$ cat src/hw/rtl/button_press_classifier_macros.svh
// ---------------------------------------------------------------------------
// Button press classifier assertion macros
// Shared property wrappers clocked on clk_i and disabled while in reset.
// ---------------------------------------------------------------------------
`ifndef BUTTON_PRESS_CLASSIFIER_MACROS_SVH
`define BUTTON_PRESS_CLASSIFIER_MACROS_SVH

// The consequent must hold in the same cycle as the antecedent.
`define BPC_ASSERT_SAME(label, ante, cons, msg) \
  label: assert property (@(posedge clk_i) disable iff (!rst_ni) \
    (ante) |-> (cons)) else $error(msg);

// The consequent must hold in the cycle after the antecedent.
`define BPC_ASSERT_NEXT(label, ante, cons, msg) \
  label: assert property (@(posedge clk_i) disable iff (!rst_ni) \
    (ante) |=> (cons)) else $error(msg);

`endif

$ cat src/hw/rtl/bpc_pkg.sv
// ---------------------------------------------------------------------------
// Button press classifier package
// Types, register map and reset values shared by the classifier modules.
// ---------------------------------------------------------------------------
`default_nettype none

package bpc_pkg;

  localparam int unsigned ThrW  = 16;
  localparam int unsigned TimeW = 32;
  localparam int unsigned AddrW = 4;
  localparam int unsigned DataW = 32;

  localparam logic [ThrW-1:0] DebounceRst = 16'd50;
  localparam logic [ThrW-1:0] ShortRst    = 16'd50;
  localparam logic [ThrW-1:0] LongRst     = 16'd1000;

  typedef enum logic [1:0] {
    PH_IDLE     = 2'd0,
    PH_PRESSED  = 2'd1,
    PH_HELD     = 2'd2,
    PH_RELEASED = 2'd3
  } phase_e;

  typedef enum logic [1:0] {
    REG_DEBOUNCE = 2'd0,
    REG_SHORT    = 2'd1,
    REG_LONG     = 2'd2
  } reg_idx_e;

  typedef struct packed {
    logic [ThrW-1:0] debounce_ms;
    logic [ThrW-1:0] short_press_ms;
    logic [ThrW-1:0] long_press_ms;
  } cfg_t;

  typedef struct packed {
    phase_e           phase;
    logic [TimeW-1:0] change_time;
    logic             short_event;
    logic             long_event;
  } state_t;

  typedef struct packed {
    logic   event_valid;
    logic   long_press;
    phase_e phase;
  } result_t;

endpackage

`default_nettype wire

$ cat src/hw/rtl/bpc_step.sv
// ---------------------------------------------------------------------------
// Button press classifier step logic
// Next state and result for one request, from the current state and config.
// ---------------------------------------------------------------------------
`default_nettype none

module bpc_step (
  input  bpc_pkg::cfg_t                   cfg_i,
  input  bpc_pkg::state_t                 state_i,
  input  logic                            req_type_i,
  input  logic                            pressed_i,
  input  logic [bpc_pkg::TimeW-1:0]       now_ms_i,
  output bpc_pkg::state_t                 state_o,
  output bpc_pkg::result_t                result_o
);

  logic [bpc_pkg::TimeW-1:0] elapsed;
  logic                      short_met;
  logic                      long_met;
  logic                      debounce_met;

  // Time since the last edge, wrapping modulo 2^32.
  assign elapsed      = now_ms_i - state_i.change_time;
  assign short_met    = elapsed >= {{(bpc_pkg::TimeW-bpc_pkg::ThrW){1'b0}},
                                    cfg_i.short_press_ms};
  assign long_met     = elapsed >= {{(bpc_pkg::TimeW-bpc_pkg::ThrW){1'b0}},
                                    cfg_i.long_press_ms};
  assign debounce_met = elapsed >= {{(bpc_pkg::TimeW-bpc_pkg::ThrW){1'b0}},
                                    cfg_i.debounce_ms};

  always_comb begin
    state_o              = state_i;
    result_o.event_valid = 1'b0;
    result_o.long_press  = 1'b0;
    if (req_type_i) begin
      // The long event is reported ahead of a pending short one.
      if (state_i.long_event) begin
        state_o.long_event   = 1'b0;
        result_o.event_valid = 1'b1;
        result_o.long_press  = 1'b1;
      end else if (state_i.short_event) begin
        state_o.short_event  = 1'b0;
        result_o.event_valid = 1'b1;
      end
    end else begin
      case (state_i.phase)
        bpc_pkg::PH_IDLE: begin
          if (pressed_i) begin
            state_o.phase       = bpc_pkg::PH_PRESSED;
            state_o.change_time = now_ms_i;
          end
        end
        bpc_pkg::PH_PRESSED: begin
          if (!pressed_i) begin
            if (short_met) begin
              state_o.short_event = 1'b1;
            end
            state_o.phase       = bpc_pkg::PH_RELEASED;
            state_o.change_time = now_ms_i;
          end else if (long_met) begin
            state_o.phase      = bpc_pkg::PH_HELD;
            state_o.long_event = 1'b1;
          end
        end
        bpc_pkg::PH_HELD: begin
          if (!pressed_i) begin
            state_o.phase       = bpc_pkg::PH_RELEASED;
            state_o.change_time = now_ms_i;
          end
        end
        bpc_pkg::PH_RELEASED: begin
          if (pressed_i) begin
            state_o.phase       = bpc_pkg::PH_PRESSED;
            state_o.change_time = now_ms_i;
          end else if (debounce_met) begin
            state_o.phase = bpc_pkg::PH_IDLE;
          end
        end
        default: begin
          state_o.phase = bpc_pkg::PH_IDLE;
        end
      endcase
    end
    result_o.phase = state_o.phase;
  end

endmodule

`default_nettype wire

$ cat src/hw/rtl/button_press_classifier.sv
// ---------------------------------------------------------------------------
// Button press classifier
// Short and long press detector for one push button, with an APB config port.
// ---------------------------------------------------------------------------
// Requests arrive on a valid/ready channel: req_type_i = 0 is a level sample
// (pressed_i, now_ms_i), req_type_i = 1 queries and clears a latched press
// event. Every request yields exactly one result on the output valid/ready
// channel: event_valid_o, long_press_o and the state after the request.
// The state update and result are computed in the cycle a request is
// accepted and appear in the output register on the next cycle, and one
// request is taken every cycle while results drain.
// The single output register governs this: when it holds a result the
// receiver has not taken, in_ready_o follows out_ready_i, and a stalled
// receiver holds the result and stops further requests.
// Reset puts the machine in idle with no events latched and the thresholds
// at 50 ms debounce, 50 ms short press and 1000 ms long press. Thresholds go
// through the APB port at byte addresses 0, 4 and 8; the user must write them
// only while the block is idle, not enforced by it; pready is always high.
// ---------------------------------------------------------------------------
`default_nettype none
`include "button_press_classifier_macros.svh"

module button_press_classifier (
  input  logic                          clk_i,
  input  logic                          rst_ni,
  // request channel
  input  logic                          in_valid_i,
  output logic                          in_ready_o,
  input  logic                          req_type_i,
  input  logic                          pressed_i,
  input  logic [bpc_pkg::TimeW-1:0]     now_ms_i,
  // result channel
  output logic                          out_valid_o,
  input  logic                          out_ready_i,
  output logic                          event_valid_o,
  output logic                          long_press_o,
  output logic [1:0]                    fsm_state_o,
  // configuration port
  input  logic                          psel,
  input  logic                          penable,
  input  logic                          pwrite,
  input  logic [bpc_pkg::AddrW-1:0]     paddr,
  input  logic [bpc_pkg::DataW-1:0]     pwdata,
  output logic [bpc_pkg::DataW-1:0]     prdata,
  output logic                          pready
);

  bpc_pkg::cfg_t     cfg_q;
  bpc_pkg::state_t   state_q;
  bpc_pkg::state_t   state_d;
  bpc_pkg::result_t  result_d;
  bpc_pkg::result_t  result_q;
  logic              out_valid_q;
  logic              in_fire;
  logic              cfg_write;
  bpc_pkg::reg_idx_e reg_idx;

  assign in_ready_o = !out_valid_q || out_ready_i;
  assign in_fire    = in_valid_i && in_ready_o;

  // Configuration registers.
  assign pready    = 1'b1;
  assign cfg_write = psel && penable && pwrite;
  assign reg_idx   = bpc_pkg::reg_idx_e'(paddr[3:2]);

  always_ff @(posedge clk_i or negedge rst_ni) begin
    if (!rst_ni) begin
      cfg_q.debounce_ms    <= bpc_pkg::DebounceRst;
      cfg_q.short_press_ms <= bpc_pkg::ShortRst;
      cfg_q.long_press_ms  <= bpc_pkg::LongRst;
    end else if (cfg_write) begin
      case (reg_idx)
        bpc_pkg::REG_DEBOUNCE: cfg_q.debounce_ms    <= pwdata[bpc_pkg::ThrW-1:0];
        bpc_pkg::REG_SHORT:    cfg_q.short_press_ms <= pwdata[bpc_pkg::ThrW-1:0];
        bpc_pkg::REG_LONG:     cfg_q.long_press_ms  <= pwdata[bpc_pkg::ThrW-1:0];
        default: begin
        end
      endcase
    end
  end

  always_comb begin
    case (reg_idx)
      bpc_pkg::REG_DEBOUNCE: begin
        prdata = {{(bpc_pkg::DataW-bpc_pkg::ThrW){1'b0}}, cfg_q.debounce_ms};
      end
      bpc_pkg::REG_SHORT: begin
        prdata = {{(bpc_pkg::DataW-bpc_pkg::ThrW){1'b0}}, cfg_q.short_press_ms};
      end
      bpc_pkg::REG_LONG: begin
        prdata = {{(bpc_pkg::DataW-bpc_pkg::ThrW){1'b0}}, cfg_q.long_press_ms};
      end
      default: begin
        prdata = '0;
      end
    endcase
  end

  bpc_step u_step (
    .cfg_i      (cfg_q),
    .state_i    (state_q),
    .req_type_i (req_type_i),
    .pressed_i  (pressed_i),
    .now_ms_i   (now_ms_i),
    .state_o    (state_d),
    .result_o   (result_d)
  );

  always_ff @(posedge clk_i or negedge rst_ni) begin
    if (!rst_ni) begin
      state_q.phase       <= bpc_pkg::PH_IDLE;
      state_q.change_time <= '0;
      state_q.short_event <= 1'b0;
      state_q.long_event  <= 1'b0;
      out_valid_q         <= 1'b0;
    end else begin
      if (in_fire) begin
        state_q     <= state_d;
        out_valid_q <= 1'b1;
      end else if (out_ready_i) begin
        out_valid_q <= 1'b0;
      end
    end
  end

  always_ff @(posedge clk_i) begin
    if (in_fire) begin
      result_q <= result_d;
    end
  end

  assign out_valid_o   = out_valid_q;
  assign event_valid_o = result_q.event_valid;
  assign long_press_o  = result_q.long_press;
  assign fsm_state_o   = result_q.phase;

  // A sample never reports an event.
  `BPC_ASSERT_NEXT(a_sample_no_event, in_fire && !req_type_i,
                   out_valid_o && !event_valid_o, "sample request reported an event")
  // A query with a latched long event reports it as long.
  `BPC_ASSERT_NEXT(a_query_long_first, in_fire && req_type_i && state_q.long_event,
                   event_valid_o && long_press_o && !state_q.long_event,
                   "latched long event not reported first")
  // A query leaves the phase and the edge time alone.
  `BPC_ASSERT_NEXT(a_query_keeps_phase, in_fire && req_type_i,
                   state_q.phase == $past(state_q.phase) &&
                   state_q.change_time == $past(state_q.change_time),
                   "query changed the button phase")
  // The reported state always matches the stored phase right after a request.
  `BPC_ASSERT_NEXT(a_state_matches, in_fire,
                   fsm_state_o == state_q.phase, "reported state differs from phase")

endmodule

`default_nettype wire

$ cat config.mk
export PLATFORM = sky130hd
export DESIGN_NAME = button_press_classifier
export DESIGN_NICKNAME = d
export VERILOG_FILES = /design/src/hw/rtl/bpc_pkg.sv /design/src/hw/rtl/bpc_step.sv /design/src/hw/rtl/button_press_classifier.sv
export VERILOG_INCLUDE_DIRS = /design/src /design/src/hw/rtl
export SDC_FILE = /design/constraint.sdc
export NUM_CORES = 1
export LEC_CHECK = 0
export BUFFER_PORTS_ARGS = -buffer_cell sky130_fd_sc_hd__buf_4
export CORE_MARGIN = 4
export CORE_UTILIZATION = 37
export DETAILED_ROUTE_END_ITERATION = 7
export GPL_TIMING_DRIVEN = 0
export PLACE_DENSITY = 0.65
export SLEW_MARGIN = 20
export SYNTH_ARGS = -nofsm -noshare
export SYNTH_HDL_FRONTEND = slang
export SYNTH_SLANG_ARGS = --single-unit
$ cat constraint.sdc
create_clock -name clk_i -period 6.4 [get_ports clk_i]
set_clock_uncertainty 0.05 [all_clocks]
set_input_delay 0.96 -clock clk_i [delete_from_list [all_inputs] [get_ports clk_i]]
set_output_delay 0.96 -clock clk_i [all_outputs]
set_load 0.02 [all_outputs]
# Yosys cells after proc, flatten, opt, wreduce, memory -nomap -nowiden

Cells that the tools add are included.

Bits in latches: 0
Memory bits (writable): 0
Output and inout port bits: 39
Register bits after elaboration: 89
ROM bits: 0
Memories kept: 0
Logic and storage cells: 67
Input port bits: 77

Multiplexer cells: 22
Reductions and logical operators: 18
Order comparisons: 3
Bitwise logic cells: 1
Div/mod/pow operators: 0
Add/sub/neg operators: 1
Shifts and indexed selects: 0
Equality and inequality tests: 11
Multipliers: 0

Operator list:

| cell               | number |
|---|---|
| $pmux 34 s4        | 1 |
| $mux 34            | 3 |
| $ge 32x16->1       | 3 |
| $pmux 16 s3        | 1 |
| $mux 33            | 1 |
| $mux 32            | 1 |
| $sub 32x32->32     | 1 |
| $mux 2             | 6 |
| $ne 2x2->1 const B | 6 |
| $reduce_bool 2->1  | 5 |
| $mux 1             | 9 |
| $eq 2x2->1 const B | 3 |
| $reduce_and 2->1   | 3 |
| $reduce_and 6->1   | 1 |
| $reduce_and 5->1   | 1 |
| $eq 2x1->1 const B | 2 |
| $logic_not 2->1    | 2 |
| $reduce_and 4->1   | 1 |
| $logic_and 1x1->1  | 3 |
| $logic_not 1->1    | 1 |
| $logic_or 1x1->1   | 1 |
| $not 1->1          | 1 |

# Depth between registers and ports, before layout

Gate-level depths: netlist (run 1).

Depth in word-level cells: 6
Gate-level depth with buffers: 18
Depth with buffers taken out: 18

# Hierarchy

Synthesis (run 1) repeated with hierarchy kept, for this count alone.

Cells, all modules: 831
Area total of the unflattened synthesis: 7,592.3 µm²

Modules (own cells, without submodules):

| module                  | area each (µm²) | instances | sequential area each (µm²) | cells each |
|---|---|---|---|---|
| button_press_classifier | 3,833.7         | 1         | 2,262.2                    | 262 |
| bpc_step                | 3,758.6         | 1         | 0.0                        | 569 |

# Worst setup path before layout (run 1)

Ideal clock, no wire load.

Kind: input-to-reg
Start: input port now_ms_i[0] in the netlist's numbering
End: register state_q[1] in the netlist's numbering
Buffers on the path: 0
Data arrival time: 4.128 ns
Library setup time: 0.125 ns
Required time: 6.225 ns
Path slack: 2.097 ns
Stages on the path: 16
Path through: inv_1 -> ha_1 -> fa_1 -> nand2b_1 -> a21oi_2 -> o21ai_1 -> o21ai_0 -> xor2_1 -> ha_1 -> a21o_1 -> a211oi_1 -> o21ai_0 -> a2111oi_0 -> a21oi_1 -> a41oi_1 -> a21oi_1

Word-level cells in the longest chain between the ends: 4

RTL lines:

| what                        | RTL line                       | RTL |
|---|---|---|
| start: declaration          | button_press_classifier.sv:31  | `input logic [bpc_pkg::TimeW-1:0] now_ms_i,` |
| $sub 32x32->32              | bpc_step.sv:23                 | `assign elapsed = now_ms_i - state_i.change_time;` |
| $ge 32x16->1                | bpc_step.sv:24                 | `assign short_met = elapsed >= {{(bpc_pkg::TimeW-bpc_pkg::ThrW){1'b0}},` |
| $reduce_bool 2->1 (no line) | --                             |  |
| $reduce_and 5->1 (no line)  | --                             |  |
| end signal: assignment      | button_press_classifier.sv:118 | `state_q <= state_d;` |
| end: declaration            | button_press_classifier.sv:49  | `bpc_pkg::state_t state_q;` |

Every way passes these cells.
A chain may end at the register's enable or synchronous reset.

# Worst setup path after layout (run 1)

Same ends and word-level chain as after synthesis.

==> results.toml, run 1 <==
[sta]
drv_slew = 0
grt_setup_unrepaired = "no"
timing.final.crit_share_pct = 71.5
clock.fmax_mhz = 219
finalSetupTns_ps = 0
slew_headroom_pct = 34.6
finalCriticalPeriod_ps = 4580
hold_viol = 0
finalSetupViolCount = 0
tightest_slew_ps = 981

[hold_path]
hold_class = "register to register"
hp-start = "state_q[28]$_DFFE_PN0P_"

[grt]
grt_pass1_vias = 5928
antenna_found_initial = 0
grt_max_degree = 32
grt_pass1_wl_um = 29800
grt_usage_pct = 17.3
grt_remaining_overflow = 0

[routing]
final_antenna_net_count = 0
wirelength_um = 18200
routedWlPerCell_um = 15.2
dr.pass1.iters = 5
drtIter0Drc = 479
num_vias = 6071
remaining_drc_errors = 0
avgViaCountPerCell = 5.08

[floorplanning]
dieWidth_um = 146
die_h_um = 146
rows = 50
core_um2 = 18600
start_util_pct = 37.5
dieArea_um2 = 21200
ios = 116

[cells_and_area]
antenna_cells = 0
drive_above_1_share_pct = 16.9
area_growth_pct = 18.5
finalNetCount = 1114

[logic_synthesis]
netlist_area_um2 = 7000
async_flop_share_pct = 95.5
yosysSeqAreaShare_pct = 32.3
synth-edff-count = 4
ys_types = 60
ys_warn_count = 0
ys_ff_latch = 89
avgSynthCellArea_um2 = 8.24
postSynthCellCount = 849
ys.flop_type = "dfrtp_1"

[clocking]
cts_tree = "done"
ctsLongestPathBuffers = 2
cts_setup_buffers = 0
postCtsResizedCells = 0
numCtsBuffers = 9
ctsHoldBuffers = 0
clkLatencyLatePin_ps = 360
cts-root-buf = "clkbuf_16"
cts_sinks = 89
htreeDepth = 3
clkTransAtPathRegs_ps = 70

[placed_design]
io_buffers = 80
gp_congestion = 0.852
dp_hpwl_um = 14300

[worst_setup_path]
crit_path_end_kind = "register"
r2r_start = "state_q[2]$_DFFE_PN0P_"
critPathLaunchType = "input pin"
startpoint = "now_ms_i[0]"
critPathKind = "input pin to register"
arrival_ps = 4770
crit_path_max_fanout = 4
crit_required_ps = 6590

[run_status]
status = "finished, final reports clean"

[pwr]
leakagePower_nw = 4.06
ir_worst_vdd_v = 0.000178
power_w = 0.00382
power.density_nw_per_um2 = 461

[job]
maxCapViolCount = 0
-- report_power, final --
part | switching (W) | internal (W) | leakage [nW]
Combinational | 0.00140 | 0.000990 | 2.85
Sequential | 0.000104 | 0.000769 | 1.06
Clock | 0.000245 | 0.000317 | 0.151
-- per-stage QoR --
| stage | hold WS (ps) | std cells | worst slack [ps] | cell area [um^2] | util, % |
|---|---|---|---|---|---|
| after floorplan | 400 | 864 | 2100 | 7050 | - |
| after global placement | 412 | 1178 | 1470 | 7950 | 42.6 |
| after detailed placement | 420 | 1180 | 1510 | 7990 | 42.8 |
| after CTS | 435 | 1196 | 1840 | 8290 | 44.5 |
| after global routing | 457 | 1196 | 1360 | 8290 | 44.5 |
| final | 429 | 1196 | 1820 | 8290 | 44.5 |
-- final cells by class --
cell class | count | area (um^2)
inverters | 89 | 334
fillers | 1845 | 10400
repair buffers | 82 | 641
clock inverters | 5 | 62.6
flip-flops and latches | 89 | 2260
clock buffers | 11 | 243
well taps | 234 | 293
plain buffers | 47 | 245
multi-input cells | 639 | 4210
-- layer usage --
metal	track usage, %	vias up	share of wire (%)
met2	27.6	136	45
met1	23.6	2803	49
met5	0	-	0
met4	5.60	0	2.0
li1	-	3110	-
met3	3.33	22	4.4
-- critical path, stage by stage --
cell and delay (ps):
buf_4 90, inv_1 30, ha_1 210, fa_1 420, nand2b_1 200, a21oi_2 210, o21ai_1 190, o21ai_0 240
xor2_1 350, ha_1 320, a21o_1 190, a211oi_1 210, o21ai_0 140, a2111oi_0 580, a21oi_1 150, a41oi_1 220
a21oi_1 60
-- Yosys cell counts (8+ instances only) --
master	n	area share (%)
buf_4	17	1.8
nand3_1	8	0.57
xnor2_1	16	2.0
clkbuf_1	26	1.4
nor2_1	40	2.1
a31oi_1	8	0.72
nand2b_1	12	1.1
xor2_1	9	1.1
dfstp_2	12	4.5
a21oi_1	37	2.6
inv_1	89	4.8
o21ai_0	113	8.1
nand2_1	148	7.9
mux2_2	19	3.1
nand4_1	14	1.3
a21o_1	21	2.3
ha_1	79	14
dfrtp_1	73	26
mux2i_1	19	2.7
-- sequential cells by signal, summed over array words and instances (netlist names) --
| name | count |
|---|---|
| cfg_q | 48 |
| state_q | 36 |
| fsm_state_o | 2 |
| event_valid_o | 1 |
| long_press_o | 1 |
| out_valid_o | 1 |
-- final timing paths --
check	end	slack (ps)	cells past startpoint
worst max-delay path	state_q[1]$_DFFE_PN0P_	1820	17
worst min-delay path	state_q[28]$_DFFE_PN0P_	430	2
worst max register to register	state_q[1]$_DFFE_PN0P_	2180	15
worst min register to register	state_q[28]$_DFFE_PN0P_	430	2
max in group asynchronous	cfg_q[33]$_DFFE_PN1P_	5030	3
min in group asynchronous	state_q[31]$_DFFE_PN0P_	470	1
-- logic make-up (layout without fill, tap and decap cells) --
logic type,count (synthesis),after routing,share of synthesized area [%]
fa+ha+maj,80,80,14.4
compound gates,233,233,20.5
other cells,2,17,0.107
mux,38,38,5.78
simple gates,246,246,15.5
buf+inv,136,234,8.28
xor+xnor,25,25,3.13
flops,89,89,32.3
-- cell usage in the layout (no fill, tap or decap), types with 21 or more instances in the layout --
cell type | netlist | final
ha_1 | 79 | 79
buf_4 | 17 | 97
dfrtp_1 | 73 | 73
nor2_1 | 40 | 40
clkbuf_1 | 26 | 27
nand2_1 | 148 | 148
a21oi_1 | 37 | 37
inv_1 | 89 | 89
a21o_1 | 21 | 21
o21ai_0 | 113 | 113
Note: power is estimated with default switching activity, not from simulation.
==> run 2, diff against run 1 <==
--- a/config.mk
+++ b/config.mk
@@ -11,7 +11,7 @@
 export CORE_UTILIZATION = 37
 export DETAILED_ROUTE_END_ITERATION = 7
 export GPL_TIMING_DRIVEN = 0
-export PLACE_DENSITY = 0.65
+export PLACE_DENSITY = 0.67
 export SLEW_MARGIN = 20
 export SYNTH_ARGS = -nofsm -noshare
 export SYNTH_HDL_FRONTEND = slang
==> constraint.sdc (replaced) <==
create_clock -name clk_i -period 4.1 [get_ports clk_i]
set_clock_uncertainty 0.05 [all_clocks]
set_input_delay 0.615 -clock clk_i [delete_from_list [all_inputs] [get_ports clk_i]]
set_output_delay 0.615 -clock clk_i [all_outputs]
set_load 0.02 [all_outputs]
==> results.toml, run 2 (synthesis results as in run 1) <==
[clocking]
clkLatencyLatePin_ps = 360
ctsLongestPathBuffers = 2
clkTransAtPathRegs_ps = 60
htreeDepth = 3
cts_sinks = 89
cts_tree = "done"
numCtsBuffers = 9
cts-root-buf = "clkbuf_16"

[floorplanning]
ios = 116
dieWidth_um = 146
core_um2 = 18600
die_h_um = 146
start_util_pct = 37.5
dieArea_um2 = 21200
rows = 50

[worst_setup_path]
critPathLaunchType = "input pin"
slowest_delay_ps = 420
crit_required_ps = 4330
r2r-end = "state_q[1]$_DFFE_PN0P_"
reg2reg_slack_ps = 260
critPathKind = "input pin to register"
r2r_cells = 18
crit_path_end_kind = "register"
startpoint = "now_ms_i[3]"
r2r_start = "state_q[5]$_DFFE_PN0P_"
cp_slowest_cell = "a2111oi_2"
crit_end = "state_q[1]$_DFFE_PN0P_"
arrival_ps = 4080
worstPathCellList = "buf_4, ha_1, a21o_1, a21oi_2, nand2_1, a21o_1, a21oi_1, xnor2_1, ha_1, a2111oi_2, o21ai_1, a31oi_1, o21ai_0, a2111oi_2, buf_4, a211o_1, nand2_1, a21oi_1"
crit_path_max_fanout = 5

[cells_and_area]
area_growth_pct = 18.7
antenna_cells = 0
finalNetCount = 1114
top_register = "cfg_q"
largest_reg_flops = 48
final_common_cell = "nand2_1"
drive_above_1_share_pct = 17.5
final_cell_mix = "nand2_1 (148), o21ai_0 (111), buf_4 (98)"
fillers = 1899
fin_cells = 1196

[routing]
drtIter0Drc = 417
final_antenna_net_count = 0
num_vias = 6103
routedWlPerCell_um = 15.2
dr.pass1.iters = 5
wirelength_um = 18200
remaining_drc_errors = 0
avgViaCountPerCell = 5.10

[placed_design]
post-place-cells = 1178
dp_hpwl_um = 14100
io_buffers = 80
post-place-ws_ps = -587
gp_congestion = 0.840

[sta]
hold_viol = 0
finalSetupViolCount = 0
slew_headroom_pct = 38.3
tightest_slew_ps = 925
drv_slew = 0
fin_ws_ps = 244
timing.final.crit_share_pct = 94.0
grt_setup_unrepaired = "yes"
clock.fmax_mhz = 259
finalCriticalPeriod_ps = 3860

[grt]
antenna_found_initial = 0
grt_max_degree = 86
grt_usage_pct = 17.1
grt_pass1_wl_um = 29800
grt_remaining_overflow = 0
grt_pass1_vias = 5935

[pwr]
power.density_nw_per_um2 = 730
ir_worst_vdd_v = 0.000286
leakagePower_nw = 4.05

[job]
maxCapViolCount = 0

[hold_path]
hold_class = "input pin to asynchronous set/reset pin"

[run_status]
status = "finished, final reports clean"
[run 2: power breakdown]
| part | internal [W] | switching [W] |
|---|---|---|
| Clock | 0.000491 | 0.000360 |
| Combinational | 0.00160 | 0.00224 |
| Sequential | 0.00120 | 0.000168 |
| Total | 0.00329 | 0.00277 |
[run 2: metrics by stage]
step           setup TNS [ps]  utilization (%)  power [W]  hold slack, ps  instance area (um^2)
2_1_floorplan               0                -    0.00416             269                  7050
3_3_place_gp             -683             42.6    0.00496             412                  7950
3_5_place_dp             -894             42.6    0.00507             420                  7950
4_1_cts                     0             44.3    0.00598             403                  8250
5_1_grt                 -43.2             44.6    0.00672             352                  8310
6_report                    0             44.6    0.00606             285                  8310
[run 2: worst min-delay path by stage]
stage / start / end / depth (start not counted)
final: rst_ni / state_q[31]$_DFFE_PN0P_ / 1
after global routing: rst_ni / out_valid_o$_DFFE_PN0P_ / 1
after CTS: in_valid_i / out_valid_o$_DFFE_PN0P_ / 2
after detailed placement: state_q[17]$_DFFE_PN0P_ / state_q[17]$_DFFE_PN0P_ / 2
after global placement: state_q[16]$_DFFE_PN0P_ / state_q[16]$_DFFE_PN0P_ / 2
after floorplan: rst_ni / cfg_q[0]$_DFFE_PN0P_ / 0
[run 2: per-layer routing]
layer | track usage, % | routed length, um | up-vias
li1 | - | - | 3110
met1 | 24.2 | 8700 | 2795
met2 | 27.0 | 8210 | 163
met3 | 2.87 | 779 | 35
met4 | 5.46 | 519 | 0
met5 | 0 | 0 | -
[run 2: critical path, delay by kind of cell]
| kind | cells | cell delay (ps) |
|---|---|---|
| adder cells (fa/ha/maj) | 2 | 650 |
| AO/OA/AOI/OAI | 11 | 2200 |
| buffers and inverters | 2 | 300 |
| AND/OR/NAND/NOR | 2 | 150 |
| XOR/XNOR | 1 | 180 |
[run 2: layout make-up]
class / instances / area (um^2) / share of cell area, %
Buffer: 47 / 245 / 2.95
Clock buffer: 12 / 246 / 2.97
Clock inverter: 4 / 52.6 / 0.633
Inverter: 89 / 334 / 4.02
Multi-Input combinational cell: 639 / 4250 / 51.2
Sequential cell: 89 / 2260 / 27.2
Tap cell: 234 / 293 / 3.53
Timing Repair Buffer: 82 / 619 / 7.46
[run 2: repair_timing]
action / in CTS / in global routing
resized for setup: 2 / 9
pin swaps: 0 / 2
buffers inserted: 0 / 2
hold buffers: 0 / 0
endpoints found under the setup margin: 1 / 5
==> run 3, diff against run 2 <==
--- a/config.mk
+++ b/config.mk
@@ -9,6 +9,7 @@
 export BUFFER_PORTS_ARGS = -buffer_cell sky130_fd_sc_hd__buf_4
 export CORE_MARGIN = 4
 export CORE_UTILIZATION = 37
+export CTS_BUF_LIST = sky130_fd_sc_hd__clkbuf_4 sky130_fd_sc_hd__clkbuf_8
 export DETAILED_ROUTE_END_ITERATION = 7
 export GPL_TIMING_DRIVEN = 0
 export PLACE_DENSITY = 0.67
==> results.toml, run 3 (synthesis results as in run 1) <==
[run_status]
status = "finished, final reports clean"

[floorplanning]
dieWidth_um = 146
die_h_um = 146
start_util_pct = 37.5
core_um2 = 18600
ios = 116
rows = 50
dieArea_um2 = 21200

[worst_setup_path]
slowest_delay_ps = 420
arrival_ps = 4090
crit_path_end_kind = "register"
worstPathCellList = "inv_1, ha_1, a21o_1, a21oi_2, nand2_1, a21o_1, a21oi_2, xnor2_2, ha_1, a2111oi_0, o21ai_1, a31oi_1, o21ai_0, a2111oi_2, buf_4, a211o_1, nand2_1, a21oi_1"
crit_required_ps = 4360
critPathLaunchType = "register"
r2r_start = "state_q[5]$_DFFE_PN0P_"
startpoint = "state_q[5]$_DFFE_PN0P_"
crit_path_max_fanout = 5
critPathKind = "register to register"
cp_slowest_cell = "a2111oi_2"

[sta]
finalCriticalPeriod_ps = 3840
fin_ws_ps = 263
clock.fmax_mhz = 261
hold_viol = 0
timing.final.crit_share_pct = 93.6
slew_headroom_pct = 37.8
drv_slew = 0
finalSetupViolCount = 0
finalSetupTns_ps = 0
tightest_slew_ps = 933

[routing]
dr.pass1.iters = 5
remaining_drc_errors = 0
drtIter0Drc = 403
wirelength_um = 18100
num_vias = 6074
avgViaCountPerCell = 5.08
final_antenna_net_count = 0
routedWlPerCell_um = 15.1

[cells_and_area]
largest_reg_flops = 48
drive_above_1_share_pct = 18.0
area_growth_pct = 17.6
fillers = 1918
final_util_pct = 44.1
final_cell_mix = "nand2_1 (148), o21ai_0 (111), buf_4 (98)"
finalNetCount = 1114
antenna_cells = 0
fin_cells = 1196
top_register = "cfg_q"
final_common_cell = "nand2_1"

[grt]
grt_max_degree = 86
grt_pass1_vias = 5917
grt_usage_pct = 17.2
grt_pass1_wl_um = 29800
grt_remaining_overflow = 0
antenna_found_initial = 0

[clocking]
clkLatencyLatePin_ps = 390
ctsLongestPathBuffers = 2
clkTransAtPathRegs_ps = 90
cts_tree = "done"
cts-root-buf = "clkbuf_8"
cts_sinks = 89
numCtsBuffers = 9
htreeDepth = 3

[pwr]
leakagePower_nw = 4.02
power.density_nw_per_um2 = 711
ir_worst_vdd_v = 0.000218
power_w = 0.00585

[placed_design]
post-place-ws_ps = -587
gp_congestion = 0.840
dp_hpwl_um = 14100
post-place-cells = 1178
io_buffers = 80

[hold_path]
hold_class = "input pin to asynchronous set/reset pin"

[job]
maxCapViolCount = 0
run 3: cell counts in the layout (fill, tap and decap cells not counted):
Identical to the previous run, type by type.
run 3: timing repair:
action                                  CTS  global route
pin swaps                                 0             2
gates cloned                              0             0
setup buffers                             0             2
hold buffers                              0             0
endpoints found under the setup margin    1             5
resized for setup                         2            11
run 3: layer usage:
layer | GRT usage (%) | wire (um) | up-vias
met2 | 27.0 | 8160 | 143
met3 | 2.27 | 635 | 26
met4 | 6.03 | 435 | 0
met5 | 0 | 0 | -
met1 | 24.2 | 8860 | 2799
li1 | - | - | 3106
run 3: layout make-up:
type	instances	area [um^2]	share of cell area (%)
flip-flops and latches	89	2260	27.5
clock inverters	4	52.6	0.639
clock buffers	12	153	1.86
repair buffers	82	619	7.53
plain buffers	47	245	2.98
inverters	89	334	4.06
multi-input cells	639	4270	51.9
well taps	234	293	3.56
run 3: worst max-delay path, delay by kind of cell, from the launching register on:
family                   cells  cell delay [ps]
buffers and inverters        2              220
adder cells (fa/ha/maj)      2              580
flip-flops                   1              350
AO/OA/AOI/OAI               11             2280
AND/OR/NAND/NOR              2              150
XOR/XNOR                     1              120
run 3: path summary, 6_finish.rpt:
| kind | to | slack [ps] | cells after the start |
|---|---|---|---|
| worst min register to register | state_q[19]$_DFFE_PN0P_ | 430 | 2 |
| max in group asynchronous | state_q[18]$_DFFE_PN0P_ | 3240 | 1 |
| min in group clk_i | out_valid_o$_DFFE_PN0P_ | 380 | 2 |
| worst min-delay path | state_q[30]$_DFFE_PN0P_ | 250 | 1 |
| worst max register to register | state_q[1]$_DFFE_PN0P_ | 260 | 18 |
| worst max-delay path | state_q[1]$_DFFE_PN0P_ | 260 | 18 |
run 3: stage by stage:
stage	hold slack, ps	cell area, um^2
global route	306	8230
CTS	368	8160
finish	250	8230
global placement	412	7950
floorplan	269	7050
detailed placement	420	7950
run 3: report_power, final:
part | internal [W] | leakage (nW) | switching [W] | total (W)
combinational | 0.00160 | 2.86 | 0.00223 | 0.00383
sequential | 0.00120 | 1.06 | 0.000168 | 0.00137
clock | 0.000314 | 0.104 | 0.000337 | 0.000651
